File: src/tct_pkg.sv
package tct_pkg;

	localparam int MaxContacts = 16;
	localparam int IdxBits     = $clog2(MaxContacts);
	localparam int CountBits   = $clog2(MaxContacts + 1);
	localparam int TagBits     = 32;
	localparam int CoordBits   = 16;
	localparam int DeltaBits   = CoordBits + 1;
	localparam int ButtonBits  = 5;
	localparam int KindBits    = 2;
	localparam int StatusBits  = 2;

	localparam logic [ButtonBits-1:0] ButtonMax = '1;

	localparam logic [KindBits-1:0] KIND_BEGIN  = 2'd0;
	localparam logic [KindBits-1:0] KIND_UPDATE = 2'd1;
	localparam logic [KindBits-1:0] KIND_FINISH = 2'd2;
	localparam logic [KindBits-1:0] KIND_NONE   = 2'd3;

	localparam logic [StatusBits-1:0] ST_OK      = 2'd0;
	localparam logic [StatusBits-1:0] ST_UNKNOWN = 2'd1;
	localparam logic [StatusBits-1:0] ST_FULL    = 2'd2;

	typedef struct packed {
		logic capture;
		logic lookup;
		logic commit;
	} cmd_t;

	typedef struct packed {
		logic void_kind;
	} sts_t;

endpackage

File: src/touch_contact_tracker.sv
// Tracks up to 16 touch contacts by 32-bit tag and hands each a button number taken from a
// LIFO free stack or from a rising top counter. Every begin, update or finish item yields one
// result with status, button, stored position and motion (old minus new); kind 3 is dropped
// with no result. One item is in flight at a time: an item passes through capture, parallel
// tag search and state commit before its result is valid, and the result then waits for
// out_ready; a dropped item frees the input after the tag search. The table needs no
// clearing pass after reset.
module touch_contact_tracker (
	input  logic                                   clk,
	input  logic                                   arst_n,
	input  logic                                   in_valid,
	output logic                                   in_ready,
	input  logic        [tct_pkg::KindBits-1:0]    kind,
	input  logic        [tct_pkg::TagBits-1:0]     contact_tag,
	input  logic signed [tct_pkg::CoordBits-1:0]   pos_x,
	input  logic signed [tct_pkg::CoordBits-1:0]   pos_y,
	input  logic signed [tct_pkg::CoordBits-1:0]   pos_z,
	output logic                                   out_valid,
	input  logic                                   out_ready,
	output logic        [tct_pkg::StatusBits-1:0]  status,
	output logic        [tct_pkg::ButtonBits-1:0]  button,
	output logic signed [tct_pkg::CoordBits-1:0]   out_x,
	output logic signed [tct_pkg::CoordBits-1:0]   out_y,
	output logic signed [tct_pkg::CoordBits-1:0]   out_z,
	output logic signed [tct_pkg::DeltaBits-1:0]   delta_x,
	output logic signed [tct_pkg::DeltaBits-1:0]   delta_y,
	output logic signed [tct_pkg::DeltaBits-1:0]   delta_z
);

	tct_pkg::cmd_t cmd;
	tct_pkg::sts_t sts;

	tct_ctrl u_ctrl (
		.clk       (clk),
		.arst_n    (arst_n),
		.in_valid  (in_valid),
		.in_ready  (in_ready),
		.out_valid (out_valid),
		.out_ready (out_ready),
		.cmd       (cmd),
		.sts       (sts)
	);

	tct_dpath u_dpath (
		.clk         (clk),
		.arst_n      (arst_n),
		.cmd         (cmd),
		.sts         (sts),
		.kind        (kind),
		.contact_tag (contact_tag),
		.pos_x       (pos_x),
		.pos_y       (pos_y),
		.pos_z       (pos_z),
		.status      (status),
		.button      (button),
		.out_x       (out_x),
		.out_y       (out_y),
		.out_z       (out_z),
		.delta_x     (delta_x),
		.delta_y     (delta_y),
		.delta_z     (delta_z)
	);

	a_one_in_flight: assert property (@(posedge clk) disable iff (!arst_n)
		out_valid |-> !in_ready)
		else $error("input taken while a result is pending");

	a_no_early_result: assert property (@(posedge clk) disable iff (!arst_n)
		in_valid && in_ready |=> !out_valid)
		else $error("result shown right after accept");

	a_error_zero: assert property (@(posedge clk) disable iff (!arst_n)
		out_valid && status != tct_pkg::ST_OK |->
		button == '0 && delta_x == '0 && delta_y == '0 && delta_z == '0 && out_x == '0)
		else $error("error result carries nonzero fields");

	a_result_hold: assert property (@(posedge clk) disable iff (!arst_n)
		out_valid && !out_ready |=> out_valid && $stable(status) && $stable(button))
		else $error("pending result changed");

endmodule

File: src/tct_ctrl.sv
module tct_ctrl (
	input  logic          clk,
	input  logic          arst_n,
	input  logic          in_valid,
	output logic          in_ready,
	output logic          out_valid,
	input  logic          out_ready,
	output tct_pkg::cmd_t cmd,
	input  tct_pkg::sts_t sts
);

	typedef enum logic [3:0] {
		S_IDLE   = 4'b0001,
		S_LOOKUP = 4'b0010,
		S_COMMIT = 4'b0100,
		S_OUT    = 4'b1000
	} state_t;

	state_t state_q, state_d;

	always_comb begin
		state_d     = state_q;
		cmd         = '0;
		in_ready    = 1'b0;
		out_valid   = 1'b0;
		case (state_q)
			S_IDLE: begin
				in_ready    = 1'b1;
				cmd.capture = in_valid;
				if (in_valid) begin
					state_d = S_LOOKUP;
				end
			end
			S_LOOKUP: begin
				cmd.lookup = 1'b1;
				state_d    = sts.void_kind ? S_IDLE : S_COMMIT;
			end
			S_COMMIT: begin
				cmd.commit = 1'b1;
				state_d    = S_OUT;
			end
			S_OUT: begin
				out_valid = 1'b1;
				if (out_ready) begin
					state_d = S_IDLE;
				end
			end
			default: begin
				state_d = S_IDLE;
			end
		endcase
	end

	always_ff @(posedge clk or negedge arst_n) begin
		if (!arst_n) begin
			state_q <= S_IDLE;
		end else begin
			state_q <= state_d;
		end
	end

endmodule

File: src/tct_dpath.sv
module tct_dpath (
	input  logic                                    clk,
	input  logic                                    arst_n,
	input  tct_pkg::cmd_t                           cmd,
	output tct_pkg::sts_t                           sts,
	input  logic        [tct_pkg::KindBits-1:0]     kind,
	input  logic        [tct_pkg::TagBits-1:0]      contact_tag,
	input  logic signed [tct_pkg::CoordBits-1:0]    pos_x,
	input  logic signed [tct_pkg::CoordBits-1:0]    pos_y,
	input  logic signed [tct_pkg::CoordBits-1:0]    pos_z,
	output logic        [tct_pkg::StatusBits-1:0]   status,
	output logic        [tct_pkg::ButtonBits-1:0]   button,
	output logic signed [tct_pkg::CoordBits-1:0]    out_x,
	output logic signed [tct_pkg::CoordBits-1:0]    out_y,
	output logic signed [tct_pkg::CoordBits-1:0]    out_z,
	output logic signed [tct_pkg::DeltaBits-1:0]    delta_x,
	output logic signed [tct_pkg::DeltaBits-1:0]    delta_y,
	output logic signed [tct_pkg::DeltaBits-1:0]    delta_z
);

	localparam int N  = tct_pkg::MaxContacts;
	localparam int IB = tct_pkg::IdxBits;
	localparam int CB = tct_pkg::CoordBits;
	localparam int DB = tct_pkg::DeltaBits;
	localparam int BB = tct_pkg::ButtonBits;
	localparam int NB = tct_pkg::CountBits;

	logic [tct_pkg::KindBits-1:0] kind_q;
	logic [tct_pkg::TagBits-1:0]  tag_q;
	logic signed [CB-1:0]         new_q [3];

	logic                        entry_valid_q [N];
	logic [tct_pkg::TagBits-1:0] entry_tag_q   [N];
	logic [BB-1:0]               entry_button_q[N];
	logic signed [CB-1:0]        entry_pos_q   [N][3];
	logic [BB-1:0]               free_stack_q  [N];
	logic [NB-1:0]               free_count_q;
	logic [BB-1:0]               top_q;

	logic          hit_c, free_ok_c;
	logic [IB-1:0] hit_idx_c, free_idx_c;
	logic          hit_s1, free_ok_s1;
	logic [IB-1:0] hit_idx_s1, free_idx_s1;

	always_comb begin
		hit_c      = 1'b0;
		free_ok_c  = 1'b0;
		hit_idx_c  = '0;
		free_idx_c = '0;
		for (int i = N - 1; i >= 0; i--) begin
			if (entry_valid_q[i] && entry_tag_q[i] == tag_q) begin
				hit_c     = 1'b1;
				hit_idx_c = IB'(i);
			end
			if (!entry_valid_q[i]) begin
				free_ok_c  = 1'b1;
				free_idx_c = IB'(i);
			end
		end
	end

	assign sts.void_kind = (kind_q == tct_pkg::KIND_NONE);

	always_ff @(posedge clk) begin
		if (cmd.capture) begin
			kind_q   <= kind;
			tag_q    <= contact_tag;
			new_q[0] <= pos_x;
			new_q[1] <= pos_y;
			new_q[2] <= pos_z;
		end
		if (cmd.lookup) begin
			hit_s1      <= hit_c;
			hit_idx_s1  <= hit_idx_c;
			free_ok_s1  <= free_ok_c;
			free_idx_s1 <= free_idx_c;
		end
	end

	logic                 is_begin, is_finish;
	logic [IB-1:0]        wr_idx;
	logic                 pop;
	logic [IB-1:0]        pop_idx;
	logic [BB-1:0]        begin_b, old_b;
	logic                 begin_ok, move_ok;
	logic                 do_begin, do_move, do_release;
	logic                 dec_top, push;
	logic signed [DB-1:0] diff [3];

	always_comb begin
		is_begin   = (kind_q == tct_pkg::KIND_BEGIN);
		is_finish  = (kind_q == tct_pkg::KIND_FINISH);
		wr_idx     = hit_s1 ? hit_idx_s1 : free_idx_s1;
		pop        = (free_count_q != '0);
		pop_idx    = IB'(free_count_q - NB'(1));
		begin_b    = pop ? free_stack_q[pop_idx] : top_q + BB'(1);
		old_b      = entry_button_q[hit_idx_s1];
		begin_ok   = (hit_s1 || free_ok_s1) && (pop || top_q != tct_pkg::ButtonMax);
		move_ok    = hit_s1;
		do_begin   = cmd.commit && is_begin && begin_ok;
		do_move    = cmd.commit && !is_begin && move_ok;
		do_release = do_move && is_finish;
		dec_top    = do_release && (old_b == top_q);
		push       = do_release && !dec_top && (free_count_q < NB'(N));
		for (int j = 0; j < 3; j++) begin
			diff[j] = DB'(entry_pos_q[hit_idx_s1][j]) - DB'(new_q[j]);
		end
	end

	always_ff @(posedge clk) begin
		if (do_begin) begin
			entry_tag_q[wr_idx]    <= tag_q;
			entry_button_q[wr_idx] <= begin_b;
			for (int j = 0; j < 3; j++) begin
				entry_pos_q[wr_idx][j] <= new_q[j];
			end
		end
		if (do_move) begin
			for (int j = 0; j < 3; j++) begin
				entry_pos_q[hit_idx_s1][j] <= new_q[j];
			end
		end
		if (push) begin
			free_stack_q[IB'(free_count_q)] <= old_b;
		end
	end

	always_ff @(posedge clk or negedge arst_n) begin
		if (!arst_n) begin
			for (int i = 0; i < N; i++) begin
				entry_valid_q[i] <= 1'b0;
			end
			free_count_q <= '0;
			top_q        <= '0;
		end else begin
			if (do_begin) begin
				entry_valid_q[wr_idx] <= 1'b1;
				if (pop) begin
					free_count_q <= free_count_q - NB'(1);
				end else begin
					top_q <= top_q + BB'(1);
				end
			end
			if (do_release) begin
				entry_valid_q[hit_idx_s1] <= 1'b0;
			end
			if (dec_top) begin
				top_q <= top_q - BB'(1);
			end
			if (push) begin
				free_count_q <= free_count_q + NB'(1);
			end
		end
	end

	always_ff @(posedge clk) begin
		if (cmd.commit) begin
			status  <= tct_pkg::ST_OK;
			button  <= '0;
			out_x   <= '0;
			out_y   <= '0;
			out_z   <= '0;
			delta_x <= '0;
			delta_y <= '0;
			delta_z <= '0;
			if (is_begin) begin
				if (begin_ok) begin
					button <= begin_b;
					out_x  <= new_q[0];
					out_y  <= new_q[1];
					out_z  <= new_q[2];
				end else begin
					status <= tct_pkg::ST_FULL;
				end
			end else if (move_ok) begin
				button  <= old_b;
				out_x   <= new_q[0];
				out_y   <= new_q[1];
				out_z   <= new_q[2];
				delta_x <= diff[0];
				delta_y <= diff[1];
				delta_z <= diff[2];
			end else begin
				status <= tct_pkg::ST_UNKNOWN;
			end
		end
	end

endmodule
File: config.mk
export PLATFORM = sky130hd
export DESIGN_NAME = touch_contact_tracker
export DESIGN_NICKNAME = d
export VERILOG_FILES = /design/src/tct_pkg.sv /design/src/touch_contact_tracker.sv /design/src/tct_ctrl.sv /design/src/tct_dpath.sv
export SDC_FILE = /design/constraint.sdc
export NUM_CORES = 2
export LEC_CHECK = 0
export BUFFER_PORTS_ARGS = -buffer_cell sky130_fd_sc_hd__buf_2
export CORE_AREA = 5 5 359 431
export DETAILED_ROUTE_END_ITERATION = 10
export DIE_AREA = 0 0 364 436
export GPL_ROUTABILITY_DRIVEN = 1
export SYNTH_ARGS = -nofsm -noshare
export SYNTH_HDL_FRONTEND = slang
export SYNTH_HIERARCHICAL = 1
export SYNTH_SLANG_ARGS = --single-unit
File: constraint.sdc
create_clock -name clk -period 12.4 [get_ports clk]
set_input_delay 1.86 -clock clk [delete_from_list [all_inputs] [get_ports clk]]
set_output_delay 1.86 -clock clk [all_outputs]
set_load 0.1 [all_outputs]
=== Word level (Yosys, flattened, before mapping) ===
Memory sizes are Yosys's and may differ from the RTL's.
Cells that the tools add are included.

* Flip-flop bits (word level): 180
* Memory bits (writable): 1488
* Output and inout bits: 108
* Logic and storage cells: 219
* Memories: 5

* Add/sub/neg operators: 7
* Magnitude comparators: 5
* Equality and inequality tests: 27
* Muxes and demuxes: 81
* Bitwise operators: 6
* Reduce and logical (&&, ||, !) cells: 49

{| class="wikitable"
|+ Memory list
! name !! depth !! bits a word !! read ports !! clocked after memory_dff !! wr ports !! line !! text
|-
| u_dpath.entry_pos_q || 16 || 48 || 1 || 0 || 1 || tct_dpath.sv:35 || <nowiki>logic signed [CB-1:0] entry_pos_q [N][3];</nowiki>
|-
| u_dpath.entry_tag_q || 16 || 32 || 16 || 0 || 1 || tct_dpath.sv:33 || <nowiki>logic [tct_pkg::TagBits-1:0] entry_tag_q [N];</nowiki>
|-
| u_dpath.entry_button_q || 16 || 5 || 1 || 0 || 1 || tct_dpath.sv:34 || <nowiki>logic [BB-1:0] entry_button_q[N];</nowiki>
|-
| u_dpath.free_stack_q || 16 || 5 || 1 || 0 || 1 || tct_dpath.sv:36 || <nowiki>logic [BB-1:0] free_stack_q [N];</nowiki>
|-
| u_dpath.new_q || 3 || 16 || 3 || 0 || 3 || tct_dpath.sv:30 || <nowiki>logic signed [CB-1:0] new_q [3];</nowiki>
|}

{| class="wikitable"
|+ Operators with widths
! kind !! count
|-
| equality test 32 bit || 16
|-
| 2-to-1 mux 16 bit || 11
|-
| 2-to-1 mux 4 bit || 20
|-
| subtractor 16 x 16 -> 17 bit || 3
|-
| 2-to-1 mux 5 bit || 10
|-
| 2-to-1 mux 48 bit || 1
|-
| OR reduction 48 bit || 1
|-
| logical AND 1 bit || 27
|-
| 2-to-1 mux 3 bit || 9
|-
| 2-to-1 mux 1 bit || 21
|-
| bitwise AND 16 bit || 1
|-
| NOT 16 bit || 1
|-
| bitwise OR 16 bit || 1
|-
| one-hot mux 4 bit (4 select lines) || 1
|-
| AND reduction 15 bit || 1
|-
| OR reduction 15 bit || 1
|-
| 2-to-1 mux 2 bit || 6
|-
| adder 5 x 1 -> 5 bit, second input constant || 2
|-
| >= comparator 5 bit, second input constant || 2
|-
| < comparator 5 x 1 -> 1 bit, second input constant || 2
|-
| NOT 4 -> 5 bit || 2
|-
| subtractor 5 x 1 -> 5 bit, second input constant || 2
|-
| demux 1 bit (select 4 bit) || 2
|-
| AND reduction 2 bit || 4
|-
| 20 further kinds || 28
|}

=== Longest topological paths before layout ===
An unclocked memory read counts as a cell.

* Depth in word-level cells: 18
* Mapped depth: 19

=== Modules after synthesis ===
Netlist, hierarchy kept.

{| class="wikitable"
|+ By module, submodules not included
! module !! instances !! cells an instance !! area an instance (um^2) !! sequential area each (um^2)
|-
| tct_dpath || 1 || 3506 || 66817.8 || 49837.8
|-
| tct_ctrl || 1 || 17 || 206.4 || 101.3
|}

=== Least setup slack after synthesis ===
OpenSTA, ideal clock, no wires.

* Path type: flip-flop to output port
* Start point: register u_ctrl.state_q[2]
* End point: output out_valid
* Arrival: 3.573 ns
* Slack: 6.967 ns
* Cell stages (with the launch flop): 2
* Path through: dfrtp_1 -> nor4b_1

* Cells in the longest elaborated chain, start to end: 2

{| class="wikitable"
|+ RTL lines
! element !! line !! text
|-
| start: declaration || tct_ctrl.sv:19 || <nowiki>state_t state_q, state_d;</nowiki>
|-
| start signal: assignment || tct_ctrl.sv:58 || <nowiki>state_q <= state_d;</nowiki>
|-
| equality test 4 bit || tct_ctrl.sv:26 || <nowiki>case (state_q)</nowiki>
|-
| 2-to-1 mux 1 bit || tct_ctrl.sv:26 ||
|-
| end: declaration || touch_contact_tracker.sv:18 || <nowiki>output logic out_valid,</nowiki>
|}

No other way between the ends.

=== Final worst setup path ===
* Start point: register u_dpath.hit_idx_s1[1]
* End point: register u_dpath/delta_y[16] in the netlist's numbering (data pin)

* Cells in the longest elaborated chain, start to end: 2

{| class="wikitable"
|+ RTL lines
! element !! line !! text
|-
| start: declaration || tct_dpath.sv:43 || <nowiki>logic [IB-1:0] hit_idx_s1, free_idx_s1;</nowiki>
|-
| start signal: assignment || tct_dpath.sv:74 || <nowiki>hit_idx_s1 <= hit_idx_c;</nowiki>
|-
| memory (16 x 48 bit) || - ||
|-
| subtractor 16 x 16 -> 17 bit || tct_dpath.sv:106 || <nowiki>diff[j] = DB'(entry_pos_q[hit_idx_s1][j]) - DB'(new_q[j]);</nowiki>
|-
| end signal: assignment || tct_dpath.sv:181 || <nowiki>delta_y <= diff[1];</nowiki>
|-
| end: declaration || tct_dpath.sv:17 || <nowiki>output logic signed [tct_pkg::DeltaBits-1:0] delta_y,</nowiki>
|}

No other way between the ends.
A chain may end at the register's enable or synchronous reset.

==> results.md <==
- Run status: finished, final reports clean
- Avg WL per Cell: 27.1 um
- Worst Path Required: 12.91 ns
- CP Data Arrival Time: 6.15 ns
- Pwr/cell area: 185 nW/um^2
- Post-synthesis simple-gate area fraction: 4.27%
- Proportion of layout cells with a drive suffix above 1: 21.8%
- Synth cell types: 76
- Number of synthesized flops with an enable pin: 1638
- Row count: 156
- Routability congestion estimate: 0.789
- DR vias: 33127
- Maximum number of pins on one net before global-route repair: 131
- Finished Core Util: 50.8%
- Maximum clock frequency: 0.177 GHz
- Clock latency on the worst-skew pair: 0.80 ns
- Most frequently used cell type in the post-synthesis netlist: sky130_fd_sc_hd__edfxtp_1
- Post-synthesis cell count: 3523
- Synth Cell Area: 67000 um^2
- First-pass GRT wire length: 235000 um
- Overflow after GRT: 0
- Finished Cell Area: 76200 um^2
- Clock power frac: 35.0%
- Resized cells post-CTS: 0
- HPWL after detailed placement: 92700 um
- Rel. slew slack: 17.2%
- Post-layout minimum cycle time: 5.64 ns
- CP Class: reg2reg
- Part of the power in registers: 48.7%
- Total clock buffers created by CTS: 167
- Cell taking the most area after synthesis: sky130_fd_sc_hd__edfxtp_1
- Filler cell count: 11994
- Worst reg2reg path depth: 15
- Share of power burned in combinational logic: 16.3%
- Startpoint kind of the worst setup timing path: flip-flop
- P_sw: 3.85 mW
- Net count of the mapped netlist: 3668
- Parity-gate share of the synthesized area counting xor and xnor cells: 7.03%
- Number of clock sinks: 1668
- Number of antenna violations at the first check in global routing: 6
- Post-route DRC: 0
- Count of state elements after synthesis: 1668
- Area enclosed by the die boundary: 159000 um^2
- Final sum of negative setup slack: 0 ns
- Setup violation total in the final timing report: 0
- Worst Skew: 0.0464 ns
- Detailed-routing wirelength on met1: 67600 um
- Detailed-routed wire length on met2: 81800 um
- Number of buffers added to fix hold violations after cts: 0
- Switching part of the total power: 27.3%
- Drt first-iter violations: 3146
- Clock tree from TritonCTS: built
- Most area-consuming cells after synthesis: sky130_fd_sc_hd__edfxtp_1 73%, sky130_fd_sc_hd__mux4_2 9.2%, sky130_fd_sc_hd__xnor2_1 4.3%, sky130_fd_sc_hd__xor2_1 2.8%, sky130_fd_sc_hd__dfrtp_1 1.1%
- Final wirelength: 161000 um
- Portion of the clock cycle consumed by the worst path in the final layout: 45.5%
- Async S/R FF share, synth: 1.80%
- Clock Pin Slew Worst Setup and Hold Paths: 0.06 ns
- Vias per inst: 5.57
- Initial cell density of the core: 44.7%
- Cell-internal power: 10.2 mW
- Highest metal layer with signal wires: met5
- Pre-antenna DRT Iters: 5
- Critical path endpoint category: flip-flop
- Critical Path Fanout Max: 130
- CTS H-tree depth: 4
- Warning count from the yosys run: 6
- Number of buffer cells added on primary ports: 193
- Cell area after placement: 70800 um^2
- Max-cap check violation count: 0
- Routed length on met3: 8130 um
- IO Pins: 194
- Highest ir drop seen on vdd: 0.132 mV
- CTS Root Buffer Type: sky130_fd_sc_hd__clkbuf_16
- Global router's overall resource usage: 20.4%
- Main combinational cell family by area after synthesis: multiplexers
- Dominant synthesized flop cell: sky130_fd_sc_hd__edfxtp_1
- Count of final hold-check violations: 0
- Adder-Cell Fraction of Synth Area: 1.14%
- Post-synthesis average cell area: 19.0 um^2
- Placeable Area: 150000 um^2
- Vias in the first global route: 33873
- RSZ-0062 raised after global routing: false
- Cells on Worst Hold Path: 0
- CTS Buffer Depth: 3
- Remaining antenna violation count: 0
- Setup fix buffers added after clock tree synthesis: 0
- Width of the chip: 364 um
- Tightest Hold Check Type: reg2reg
- Post-synth top area share: 73.4%
- Height of the die: 436 um
- Synthesized-area fraction occupied by ao, oa, aoi and oai cells: 1.68%
- Share of synthesized area spent on multiplexers: 9.81%
- Final net count: 3978
- Proportion of synthesized chip area in sequential cells: 74.5%
- Number of pins exceeding their max-slew limit in the final report: 0
- Worst Max-Slew Pin Slew: 1.24 ns
- Area added between synthesis and finish: 13.7%
- Most instantiated cells after synthesis: 1638 x sky130_fd_sc_hd__edfxtp_1, 326 x sky130_fd_sc_hd__xnor2_1, 274 x sky130_fd_sc_hd__mux4_2, 212 x sky130_fd_sc_hd__xor2_1, 119 x sky130_fd_sc_hd__nor2_1
- Static Leak: 24.6 nW
[worst max-delay path, cell delays in order, from the launching register on]
cell                       delay [ns]
sky130_fd_sc_hd__edfxtp_1        0.37
sky130_fd_sc_hd__buf_12          0.45
sky130_fd_sc_hd__buf_4           0.76
sky130_fd_sc_hd__buf_4           0.70
sky130_fd_sc_hd__mux4_2          0.41
sky130_fd_sc_hd__mux4_2          0.48
sky130_fd_sc_hd__ha_1            0.29
sky130_fd_sc_hd__inv_1           0.06
sky130_fd_sc_hd__nor2_1          0.14
sky130_fd_sc_hd__o21ai_0         0.17
sky130_fd_sc_hd__a211oi_1        0.35
sky130_fd_sc_hd__nor2_1          0.09
sky130_fd_sc_hd__a21oi_1         0.27
sky130_fd_sc_hd__a31oi_1         0.19
sky130_fd_sc_hd__o211ai_1        0.19
sky130_fd_sc_hd__a21oi_1         0.09
[placed cells by master (no fill, tap or decap), types with 35 or more instances in the layout]
master | synthesis | routed
sky130_fd_sc_hd__nor2_1 | 119 | 86
sky130_fd_sc_hd__buf_4 | 3 | 103
sky130_fd_sc_hd__nor4_1 | 58 | 58
sky130_fd_sc_hd__clkinv_1 | 1 | 39
sky130_fd_sc_hd__edfxtp_1 | 1638 | 1638
sky130_fd_sc_hd__inv_1 | 91 | 91
sky130_fd_sc_hd__xor2_1 | 212 | 212
sky130_fd_sc_hd__o21ai_0 | 42 | 39
sky130_fd_sc_hd__mux4_2 | 274 | 274
sky130_fd_sc_hd__buf_2 | 22 | 193
sky130_fd_sc_hd__nand2_1 | 59 | 59
sky130_fd_sc_hd__nand4_1 | 84 | 84
sky130_fd_sc_hd__nor3_1 | 88 | 86
sky130_fd_sc_hd__clkbuf_1 | 87 | 35
sky130_fd_sc_hd__xnor2_1 | 326 | 326
sky130_fd_sc_hd__clkbuf_16 | 0 | 171
sky130_fd_sc_hd__a21oi_1 | 43 | 43
sky130_fd_sc_hd__ha_1 | 56 | 56
[layout make-up]
cell class,instances,area (um^2),area share [%]
antenna,2,5.00,0.00657
timing repair buffer,297,1760,2.31
tap,1975,2470,3.24
clock inverter,98,908,1.19
inverter,93,349,0.458
multi-input combinational,1606,16300,21.4
clock buffer,207,4420,5.81
sequential,1668,49900,65.5
[power by group through the flow]
stage	Sequential, mW	Clock, mW	Combinational [mW]
after global placement	6.97	0	2.31
final	6.86	4.93	2.30
after floorplan	7.05	0	1.43
after global routing	6.89	5.28	2.48
after detailed placement	6.98	0	2.32
after CTS	6.87	5.05	2.33
[per-stage QoR]
step / cells / total power [mW] / hold WS [ns] / worst slack (ns)
after global placement: 5639 / 9.29 / 0.447 / 6.87
after CTS: 5944 / 14.2 / 0.446 / 6.83
after global routing: 5944 / 14.7 / 0.462 / 6.48
final: 5946 / 14.1 / 0.440 / 6.76
after detailed placement: 5639 / 9.31 / 0.444 / 6.87
after floorplan: 3523 / 8.47 / 0.499 / 6.97
[metal layers]
metal | global-route usage (%) | up-vias
met5 | 0 | -
met4 | 5.69 | 2
met3 | 3.26 | 201
met2 | 34.5 | 947
met1 | 27.6 | 17519
li1 | - | 14458
[flip-flops by register name, summed over array words and instances, names as in the netlist, 17 cells and up]
name                    flops
u_dpath/delta_x            17
u_dpath/delta_y            17
u_dpath/delta_z            17
u_dpath/entry_button_q     80
u_dpath/entry_pos_q       768
u_dpath/entry_tag_q       512
u_dpath/free_stack_q       80
u_dpath/new_q              48
u_dpath/tag_q              32
[cell families (layout without fill, tap and decap cells)]
logic type | Yosys count | after routing
other cells | 0 | 2
simple gates | 538 | 538
fa+ha+maj | 59 | 59
flops | 1668 | 1668
mux | 298 | 298
compound gates | 173 | 173
buf+inv | 249 | 695
xor+xnor | 538 | 538
[path summary, 6_finish.rpt]
path                       slack [ns]                                start                                   end
setup / recovery                 6.76  u_dpath/hit_idx_s1[1]$_SDFFCE_PP0P_     u_dpath/delta_y[16]$_SDFFCE_PP0P_
hold / removal                   0.44          u_dpath/tag_q[17]$_DFFE_PP_  u_dpath/entry_tag_q[8][17]$_DFFE_PP_
setup reg to reg                 6.76  u_dpath/hit_idx_s1[1]$_SDFFCE_PP0P_     u_dpath/delta_y[16]$_SDFFCE_PP0P_
hold reg to reg                  0.44          u_dpath/tag_q[17]$_DFFE_PP_  u_dpath/entry_tag_q[8][17]$_DFFE_PP_
max in group asynchronous       10.67                               arst_n   u_dpath/entry_valid_q[13]$_DFF_PN0_
min in group asynchronous        1.16                               arst_n   u_dpath/free_count_q[3]$_DFFE_PN0P_
No activity file was read; power rests on OpenSTA's default activity.
